===== config.mk =====
export PLATFORM = sky130hd
export DESIGN_NAME = bcd_to_binary_converter_top
export DESIGN_NICKNAME = d
export VERILOG_FILES = /design/src/hw/rtl/bcdb_pkg.sv /design/src/hw/rtl/bcdb_cell.sv /design/src/hw/rtl/bcd_to_binary_converter_top.sv
export VERILOG_INCLUDE_DIRS = /design/src /design/src/hw/rtl
export SDC_FILE = /design/constraint.sdc
export NUM_CORES = 1
export LEC_CHECK = 0
export BUFFER_PORTS_ARGS = -buffer_cell sky130_fd_sc_hd__buf_2
export CAP_MARGIN = 20
export CORE_MARGIN = 1.5
export CORE_UTILIZATION = 50
export DETAILED_ROUTE_END_ITERATION = 10
export PLACE_DENSITY_LB_ADDON = 0.08
export SYNTH_ARGS = -nofsm -noshare
export SYNTH_HDL_FRONTEND = slang
export SYNTH_SLANG_ARGS = --single-unit

===== constraint.sdc =====
create_clock -name clk -period 3.6 [get_ports clk]
set_input_delay 0.18 -clock clk [delete_from_list [all_inputs] [get_ports clk]]
set_output_delay 0.18 -clock clk [all_outputs]
set_load 0.1 [all_outputs]

===== src/hw/rtl/bcd_to_binary_converter_top_defines.svh =====
// Assertion macros for the converter top level.
`ifndef BCD_TO_BINARY_CONVERTER_TOP_DEFINES_SVH
`define BCD_TO_BINARY_CONVERTER_TOP_DEFINES_SVH

// Same-cycle implication, checked on clk outside reset.
`define BCDB_ASSERT_NOW(label, ante, cons, msg) \
  label: assert property (@(posedge clk) disable iff (rst) (ante) |-> (cons)) else $error(msg);

// Next-cycle implication, checked on clk outside reset.
`define BCDB_ASSERT_NEXT(label, ante, cons, msg) \
  label: assert property (@(posedge clk) disable iff (rst) (ante) |=> (cons)) else $error(msg);

`endif


===== src/hw/rtl/bcdb_pkg.sv =====
// Constants and types of the BCD to binary converter.
package bcdb_pkg;

  localparam int DIGITS_DEFAULT = 8;
  localparam int IN_W           = 32;
  localparam int NIB_W          = 4;
  localparam int VALUE_W        = 27;
  localparam int LEN_W          = 5;
  localparam int OUT_W          = 32;

  localparam logic [NIB_W-1:0] CORR_THRESH = 4'd8;
  localparam logic [NIB_W-1:0] CORR_SUB    = 4'd3;

  typedef struct packed {
    logic load;
    logic shift;
  } cell_ctrl_t;

endpackage


===== src/hw/rtl/bcdb_cell.sv =====
// One digit cell: shift right by one bit, then subtract three from 8 and above.
module bcdb_cell (
  input  logic                           clk,
  input  bcdb_pkg::cell_ctrl_t           ctrl,
  input  logic [bcdb_pkg::NIB_W-1:0]     load_nib,
  input  logic                           bit_in,
  output logic                           bit_out,
  output logic                           zero
);

  logic [bcdb_pkg::NIB_W-1:0] nib;
  logic [bcdb_pkg::NIB_W-1:0] shifted;
  logic [bcdb_pkg::NIB_W-1:0] nib_next;

  always_comb begin
    shifted = {bit_in, nib[bcdb_pkg::NIB_W-1:1]};
    if (shifted >= bcdb_pkg::CORR_THRESH) begin
      nib_next = shifted - bcdb_pkg::CORR_SUB;
    end else begin
      nib_next = shifted;
    end
  end

  always_ff @(posedge clk) begin
    if (ctrl.load) begin
      nib <= load_nib;
    end else if (ctrl.shift) begin
      nib <= nib_next;
    end
  end

  assign bit_out = nib[0];
  assign zero    = (nib == '0);

endmodule


===== src/hw/rtl/bcd_to_binary_converter_top.sv =====
// Top level of the BCD to binary converter: digit cell row, step control, output register.
//
//   channel  | dir | tdata fields (low bit up)                 | accepted when
//   s_axis   | in  | bcd_digits[31:0]                          | tvalid && tready
//   m_axis   | out | binary_value[26:0], bit_length[31:27]     | tvalid && tready
//
// An item is loaded into the single digit row, then shifted once per significant
// result bit (bit_length, at most 27 for decimal input), then moved to the output
// register once that register is free. The next item is taken once the row has
// handed its result over, even while the output register still waits for
// m_axis_tready.
// rst is synchronous and clears the busy and output valid flags.
`include "bcd_to_binary_converter_top_defines.svh"

module bcd_to_binary_converter_top #(
  parameter int DIGITS = bcdb_pkg::DIGITS_DEFAULT
) (
  input  logic                          clk,
  input  logic                          rst,
  input  logic                          s_axis_tvalid,
  output logic                          s_axis_tready,
  input  logic [bcdb_pkg::IN_W-1:0]     s_axis_tdata,   // bcd_digits[31:0]
  output logic                          m_axis_tvalid,
  input  logic                          m_axis_tready,
  output logic [bcdb_pkg::OUT_W-1:0]    m_axis_tdata    // binary_value[26:0], bit_length[31:27]
);

  localparam int IN_DIGITS = bcdb_pkg::IN_W / bcdb_pkg::NIB_W;

  logic                          busy;
  logic [bcdb_pkg::LEN_W-1:0]    step_cnt;
  logic [bcdb_pkg::VALUE_W-1:0]  value;
  logic [bcdb_pkg::VALUE_W-1:0]  out_value;
  logic [bcdb_pkg::LEN_W-1:0]    out_len;

  bcdb_pkg::cell_ctrl_t          ctrl;
  logic [bcdb_pkg::NIB_W-1:0]    load_nib [DIGITS];
  logic [DIGITS:0]               chain;
  logic [DIGITS-1:0]             cell_zero;
  logic                          all_zero;
  logic                          out_free;
  logic                          finish;

  assign s_axis_tready = !busy;
  assign all_zero      = (cell_zero == '0) ? 1'b0 : (&cell_zero);
  assign out_free      = !m_axis_tvalid || m_axis_tready;
  assign finish        = busy && all_zero && out_free;

  always_comb begin
    ctrl.load  = s_axis_tvalid && s_axis_tready;
    ctrl.shift = busy && !all_zero;
  end

  // Top cell takes zeros in from above.
  assign chain[DIGITS] = 1'b0;

  genvar k;
  generate
    for (k = 0; k < DIGITS; k++) begin : g_cell
      if (k < IN_DIGITS) begin : g_in
        assign load_nib[k] = s_axis_tdata[bcdb_pkg::NIB_W*k +: bcdb_pkg::NIB_W];
      end else begin : g_pad
        assign load_nib[k] = '0;
      end

      bcdb_cell u_cell (
        .clk      (clk),
        .ctrl     (ctrl),
        .load_nib (load_nib[k]),
        .bit_in   (chain[k+1]),
        .bit_out  (chain[k]),
        .zero     (cell_zero[k])
      );
    end
  endgenerate

  // Collect result bits, least significant first; count steps, saturating.
  always_ff @(posedge clk) begin
    if (ctrl.load) begin
      value    <= '0;
      step_cnt <= '0;
    end else if (ctrl.shift) begin
      if (32'(step_cnt) < bcdb_pkg::VALUE_W) begin
        value[step_cnt] <= chain[0];
      end
      if (step_cnt != '1) begin
        step_cnt <= step_cnt + 1'b1;
      end
    end
  end

  always_ff @(posedge clk) begin
    if (rst) begin
      busy <= 1'b0;
    end else if (ctrl.load) begin
      busy <= 1'b1;
    end else if (finish) begin
      busy <= 1'b0;
    end
  end

  always_ff @(posedge clk) begin
    if (rst) begin
      m_axis_tvalid <= 1'b0;
    end else if (finish) begin
      m_axis_tvalid <= 1'b1;
    end else if (m_axis_tready) begin
      m_axis_tvalid <= 1'b0;
    end
  end

  always_ff @(posedge clk) begin
    if (finish) begin
      out_value <= value;
      out_len   <= step_cnt;
    end
  end

  assign m_axis_tdata = {out_len, out_value};

  `BCDB_ASSERT_NEXT(a_load_busy, ctrl.load, busy && step_cnt == '0 && value == '0, "load did not start a conversion")
  `BCDB_ASSERT_NEXT(a_step_count, ctrl.shift && step_cnt != '1, step_cnt == $past(step_cnt) + 1'b1, "step count did not advance")
  `BCDB_ASSERT_NEXT(a_finish_out, finish, m_axis_tvalid && !busy && m_axis_tdata == {$past(step_cnt), $past(value)}, "result not moved to output")
  `BCDB_ASSERT_NOW(a_no_load_busy, busy, !ctrl.load, "item taken while converting")

endmodule


==> reports/results.ini, run 1 <==
[critical_path]
worstSetupEndpointType = flip-flop
max_stage_delay_ps = 850
cp-start-kind = flip-flop
cp.required_ps = 3810
worstPathCellList = nor4_1 > nand2_1 > or4_1 > nand3_1 > o31ai_1
crit_type = flip-flop to flip-flop
cp_max_fo = 19
crit_slowest_cell = or4_1
worst_ep_arrival_time_ps = 2670

[clocking]
cts.clk_slew.worst_paths_ps = 110
post_cts.repair.setup_buffers = 0
cts_buffers = 9
cts.htree.levels = 3
cts_max_path_buffers = 2
cts.sink_count = 98
cts-root-buf = clkbuf_8
clock_latency_ps = 360
cts_tree = yes

[cells_and_area]
n_antenna_cell = 0
nets = 524
fillerInstances = 771
final_area_um2 = 5090
area_growth_pct = 14.6
drive_gt1_share_pct = 20.3
stdcell_count = 582
final_util_pct = 58.6

[worst_hold_path]
hold_path.class = input port to flip-flop

[floorplan]
die_h_um = 97.3
coreArea_um2 = 8680
ios = 70
rows = 34
die_width_um = 97.3
start_util_pct = 51.2
die_area_um2 = 9460

[power]
finalPower_mw = 2.47
combPwrFrac_pct = 14.6
p_seq_share_pct = 58.0
power.internal_mw = 1.75
powerDensity_nw_per_um2 = 486
netSwitchingFraction_pct = 29.2
p_switching_mw = 0.722
clock_power_share_pct = 27.4
irDropWorstVdd_mv = 0.258
cellLeakagePower_nw = 2.05

[yosys]
yosysWarnings = 0
synth_seq_cells = 98
syn_area_per_cell_um2 = 11.0
synth_cells = 403
synthDistinctLibCells = 33
mappedNetlistNets = 458
ys_seq_area_share_pct = 58.6
netlist_area_um2 = 4440

[timing]
max-slew-margin-rel_pct = 44.7
hold_viol = 0
finalSetupTns_ps = 0
rsz0062_at_grt = false
max_slew.worst_pin.slew_ps = 828
setup_slack_ps = 1140
fin_worst_skew_ps = 13.4
final-setup-viol-count = 0
fin_crit_sh_pct = 68.3
final_max_slew_viol_count = 0
post-route-min-period_ps = 2460
fmax_mhz = 407
fin_hold_ws_ps = 70.2

[grt]
grt_pass1_wl_mm = 13.8
antenna_found_initial = 0
grt_pass1_vias = 2932
gr-total-overflow = 0
grt_start_max_net_pins = 57
track_usage_pct = 18.2

[place]
port_buffers = 69
gp_congestion = 0.799
dp_hpwl_mm = 5.53
place_area_um2 = 4870
dp.cells = 564
pre_cts_slack_ps = 1140

[routing]
drc = 0
totalWireLength_mm = 8.25
ant_nets = 0
vias_per_cell = 5.26
drt_first_pass_iters = 4
drt_iter0_drc = 130
wl_per_cell_um = 14.2
vias = 3059

[outcome]
outcome = complete, no violations

[run]
cap_violations = 0

==> routing by layer <==
layer | up-vias | global-route usage, % | part of all wire (%)
li1 | 1557 | - | -
met1 | 1414 | 23.4 | 43
met2 | 78 | 30.8 | 50
met3 | 10 | 3.38 | 4.9
met4 | 0 | 6.70 | 1.6
met5 | - | 0 | 0
==> cell usage in the layout, fill, tap and decap left out, types with 2 or more instances in the layout <==
master	netlist	layout
clkbuf_8	0	9
inv_8	0	2
nand2b_1	2	2
nor2b_1	8	7
nor2_1	6	6
inv_1	17	17
and3_1	2	2
dfxtp_1	34	34
mux2i_1	28	28
ha_1	19	19
and2_1	6	6
buf_4	0	4
o311ai_0	8	8
buf_2	2	69
edfxtp_1	64	64
clkinv_4	0	4
o21ai_0	32	32
nor4_1	8	7
nand2_1	80	80
nand3_1	19	19
nor4_2	1	2
a21oi_1	12	11
xnor2_1	14	14
nor3_1	8	8
o31ai_1	7	7
==> cell type report <==
type	instances	area, um2	area share (%)
well taps	108	135	2.66
flip-flops and latches	98	2600	51.1
inverters	17	63.8	1.25
clock inverters	7	61.3	1.20
repair buffers	75	405	7.97
multi-input cells	268	1700	33.3
clock buffers	9	124	2.43
==> cells in the mapped netlist, drive strengths merged <==
cell,count,area (um2)
nor3b,1,7.51
or3b,1,8.76
buf,5,40.0
dfxtp,34,681
o41ai,1,8.76
o21ai,32,160
nor3,8,40.0
nor2b,8,50.1
nand3b,1,7.51
nand2b,2,12.5
inv,17,63.8
or3,1,6.26
nand2,80,300
nor2,6,22.5
o311ai,8,70.1
o31ai,7,52.6
nor4,9,62.6
or2,1,6.26
ha,19,238
a21oi,12,60.1
or4,1,7.51
nand3,20,105
xnor2,14,123
edfxtp,64,1920
and2,6,37.5
clkbuf,15,56.3
mux2i,28,280
and3,2,12.5
==> kinds of logic after synthesis <==
logic type	after synthesis	share of synthesized area (%)
AOI/OAI and AO/OA	60	7.92
xor gates and xnor gates	14	2.76
adders and majority gates	19	5.35
buffers and inverters	37	3.61
DFF	98	58.6
muxes	28	6.31
and+or+nand+nor	147	15.5
==> worst paths after layout <==
check,startpoint,endpoint,slack (ps),cells after the start
setup / recovery,g_cell[3].u_cell.nib[2]$_DFFE_PP_,value[10]$_SDFFE_PP0P_,1140,5
hold / removal,s_axis_tdata[29],g_cell[7].u_cell.nib[1]$_DFFE_PP_,70,3
setup reg to reg,g_cell[3].u_cell.nib[2]$_DFFE_PP_,value[10]$_SDFFE_PP0P_,1140,5
hold reg to reg,value[26]$_SDFFE_PP0P_,out_value[26]$_DFFE_PP_,430,0
==> power groups by stage <==
stage	Combinational (mW)	Clock, mW	Sequential (mW)
global route	0.415	0.740	1.46
floorplan	0.276	0	1.43
finish	0.360	0.677	1.43
global placement	0.349	0	1.46
detailed placement	0.360	0	1.46
CTS	0.364	0.691	1.44
==> state kept, by name (all words and copies together) (netlist names) <==
signal,cells
g_cell.u_cell.nib,32
out_value,27
value,27
out_len,5
step_cnt,5
busy,1
m_axis_tvalid,1
==> worst max-delay path: cells and delay by family, from the launching register on <==
kind               cells  cell delay, ps
AOI/OAI and AO/OA      1             120
DFF                    1             460
and+or+nand+nor        4            1730
==> timing repair <==
item,4_1_cts,5_1_grt
gates resized for setup,0,0
endpoints found under the hold margin,1,0
hold buffers,1,0
Power figures use the tool's default switching activity.
==> run 2: changes to the inputs <==
- ABC_AREA: unset -> 1
- clock period: 3.6 -> 2 ns (I/O delays scaled with it)
==> reports/results.ini, run 2 <==
[power]
irDropWorstVdd_mv = 0.386
powerDensity_nw_per_um2 = 820
cellLeakagePower_nw = 2.47

[cells_and_area]
layout_common_cells = nand2_1, nor2_1, buf_2
final_area_um2 = 5660
final_util_pct = 58.7
largest_reg_flops = 32
nets = 668
top_register = g_cell.u_cell.nib
layout_commonest_cell = nand2_1
top_regs = g_cell.u_cell.nib (32), out_value (27), value (27)
n_antenna_cell = 0
area_growth_pct = 15.1
drive_gt1_share_pct = 21.2

[critical_path]
reg2reg_from = g_cell[6].u_cell.nib[0]$_DFFE_PP_
crit_slowest_cell = edfxtp_1
cp_common_cell = nand2_1
crit_buf_inv = 3
worstPathCellList = inv_2 > nand2_1 > nor2_1 > nand2_1 > nor2_2 > nand4_1 > clkinvlp_4 > buf_12
crit_family = simple AND/OR/NAND/NOR gates
startpoint = g_cell[6].u_cell.nib[0]$_DFFE_PP_
max_stage_delay_ps = 460
crit_type = flip-flop to flip-flop
cp-start-kind = flip-flop
worst_ep_arrival_time_ps = 1890
worstSetupEndpointType = flip-flop
cp_max_fo = 32
cp.required_ps = 2060

[yosys]
ys_seq_area_share_pct = 52.9
synth_cells = 542
synthTopCellsByCount = nand2_1, nor2_1, inv_1
async_flop_share_pct = 0
synthFlopType = edfxtp_1
synth_top_area_cell = edfxtp_1
synth_edf_count = 64
netlist_area_um2 = 4920
yosysWarnings = 0
synth_area_leaders = edfxtp_1, dfxtp_1, nand2_1
synthDistinctLibCells = 27
synth_seq_cells = 98
syn_area_per_cell_um2 = 9.07
mappedNetlistNets = 597
synth_top_area_share_pct = 39.1
yosysMostFrequentCell = nand2_1

[routing]
totalWireLength_mm = 9.64
wl_per_cell_um = 12.8
drc = 0
drt_first_pass_iters = 4
drt_iter0_drc = 224
vias = 3629
vias_per_cell = 4.83
ant_nets = 0

[place]
gp_congestion = 0.861
dp_hpwl_mm = 6.52
port_buffers = 69
place_area_um2 = 5400

[run]
cap_violations = 0

[grt]
grt_start_max_net_pins = 58
track_usage_pct = 20.0
grt_pass1_vias = 3476
grt_pass1_wl_mm = 16.2
antenna_found_initial = 0
gr-total-overflow = 0

[worst_hold_path]
hold_path.class = input port to flip-flop
worstHoldStart = s_axis_tdata[6]

[timing]
fmax_mhz = 545
fin_crit_sh_pct = 91.8
fin_hold_ws_ps = 11.7
post-route-min-period_ps = 1840
fin_worst_skew_ps = 10.8
finalSetupTns_ps = 0
hold_viol = 0
final-setup-viol-count = 0
final_max_slew_viol_count = 0
max-slew-margin-rel_pct = 67.5
max_slew.worst_pin.slew_ps = 490
rsz0062_at_grt = false

[clocking]
cts-root-buf = clkbuf_8
cts_buffers = 9
clock_latency_ps = 360
cts.htree.levels = 3
cts_max_path_buffers = 2
cts.clk_slew.worst_paths_ps = 100
cts.sink_count = 98
cts_tree = yes

[floorplan]
coreArea_um2 = 9640
die_h_um = 102
die_width_um = 102
rows = 36
start_util_pct = 51.0
die_area_um2 = 10400
ios = 70

[outcome]
outcome = complete, no violations

[run 2: cell types whose count changed in the layout (fill, tap and decap cells not counted), moves of 8 or more]
cell      before  now
nand4_2        0   23
inv_1         17   66
nand2_1       80  118
o311ai_0       8    0
nand3_1       19    6
nor2_1         6  107
nand4_1        0    8
mux2i_1       28    0
[run 2: report_power, final]
group | total (mW) | internal [mW] | switching [mW]
clock network | 1.38 | 0.663 | 0.718
logic | 0.775 | 0.289 | 0.486
registers | 2.49 | 2.36 | 0.131
[run 2: worst reg2reg max path, delay by kind of cell, from the launching register on]
| kind | cells | cell delay [ps] |
|---|---|---|
| flip-flops | 1 | 460 |
| buffers and inverters | 3 | 440 |
| AND/OR/NAND/NOR | 5 | 620 |
[run 2: path summary, 6_finish.rpt]
kind                                                           to  slack (ps)  depth (start not counted)
worst min register to register            out_value[21]$_DFFE_PP_         440                          0
worst max-delay path                       out_value[7]$_DFFE_PP_         160                          8
worst min-delay path            g_cell[1].u_cell.nib[2]$_DFFE_PP_          10                          3
worst max register to register             out_value[7]$_DFFE_PP_         160                          8
[run 2: kinds of logic after synthesis]
| group | after synthesis | synth area share, % |
|---|---|---|
| AO/OA/AOI/OAI | 46 | 5.24 |
| flip-flops | 98 | 52.9 |
| XOR/XNOR | 16 | 2.85 |
| AND/OR/NAND/NOR | 271 | 25.9 |
| adder cells (fa/ha/maj) | 19 | 4.83 |
| buffers and inverters | 92 | 8.22 |
[run 2: what timing repair did]
item                                    CTS  global route
hold buffers                              2             0
gates resized for setup                   0             1
hold endpoints to repair                  3             0
endpoints found under the setup margin    0            35
buffers inserted                          0             1
[run 2: metal layers]
| layer | wire length (um) | vias to the layer above | GRT usage, % |
|---|---|---|---|
| met5 | 0 | - | 0 |
| met4 | 92 | 0 | 6.53 |
| met3 | 359 | 10 | 3.15 |
| met2 | 4360 | 74 | 31.3 |
| met1 | 4830 | 1657 | 28.6 |
| li1 | - | 1888 | - |
[run 2: final cells by class]
| class | instances | area (um2) |
|---|---|---|
| Sequential cell | 98 | 2600 |
| Timing Repair Buffer | 82 | 473 |
| Clock inverter | 6 | 71.3 |
| Inverter | 70 | 267 |
| Tap cell | 133 | 166 |
| Fill cell | 866 | 3980 |
| Clock buffer | 10 | 149 |
| Multi-Input combinational cell | 352 | 1930 |
[run 2: through the flow]
stage | total power, mW | std cells | setup slack (ps)
after global placement | 3.27 | 732 | 190
after detailed placement | 3.31 | 732 | 140
after floorplan | 3.07 | 542 | 156
after global routing | 4.91 | 751 | 16.8
final | 4.64 | 751 | 165
after CTS | 4.69 | 750 | 92.6
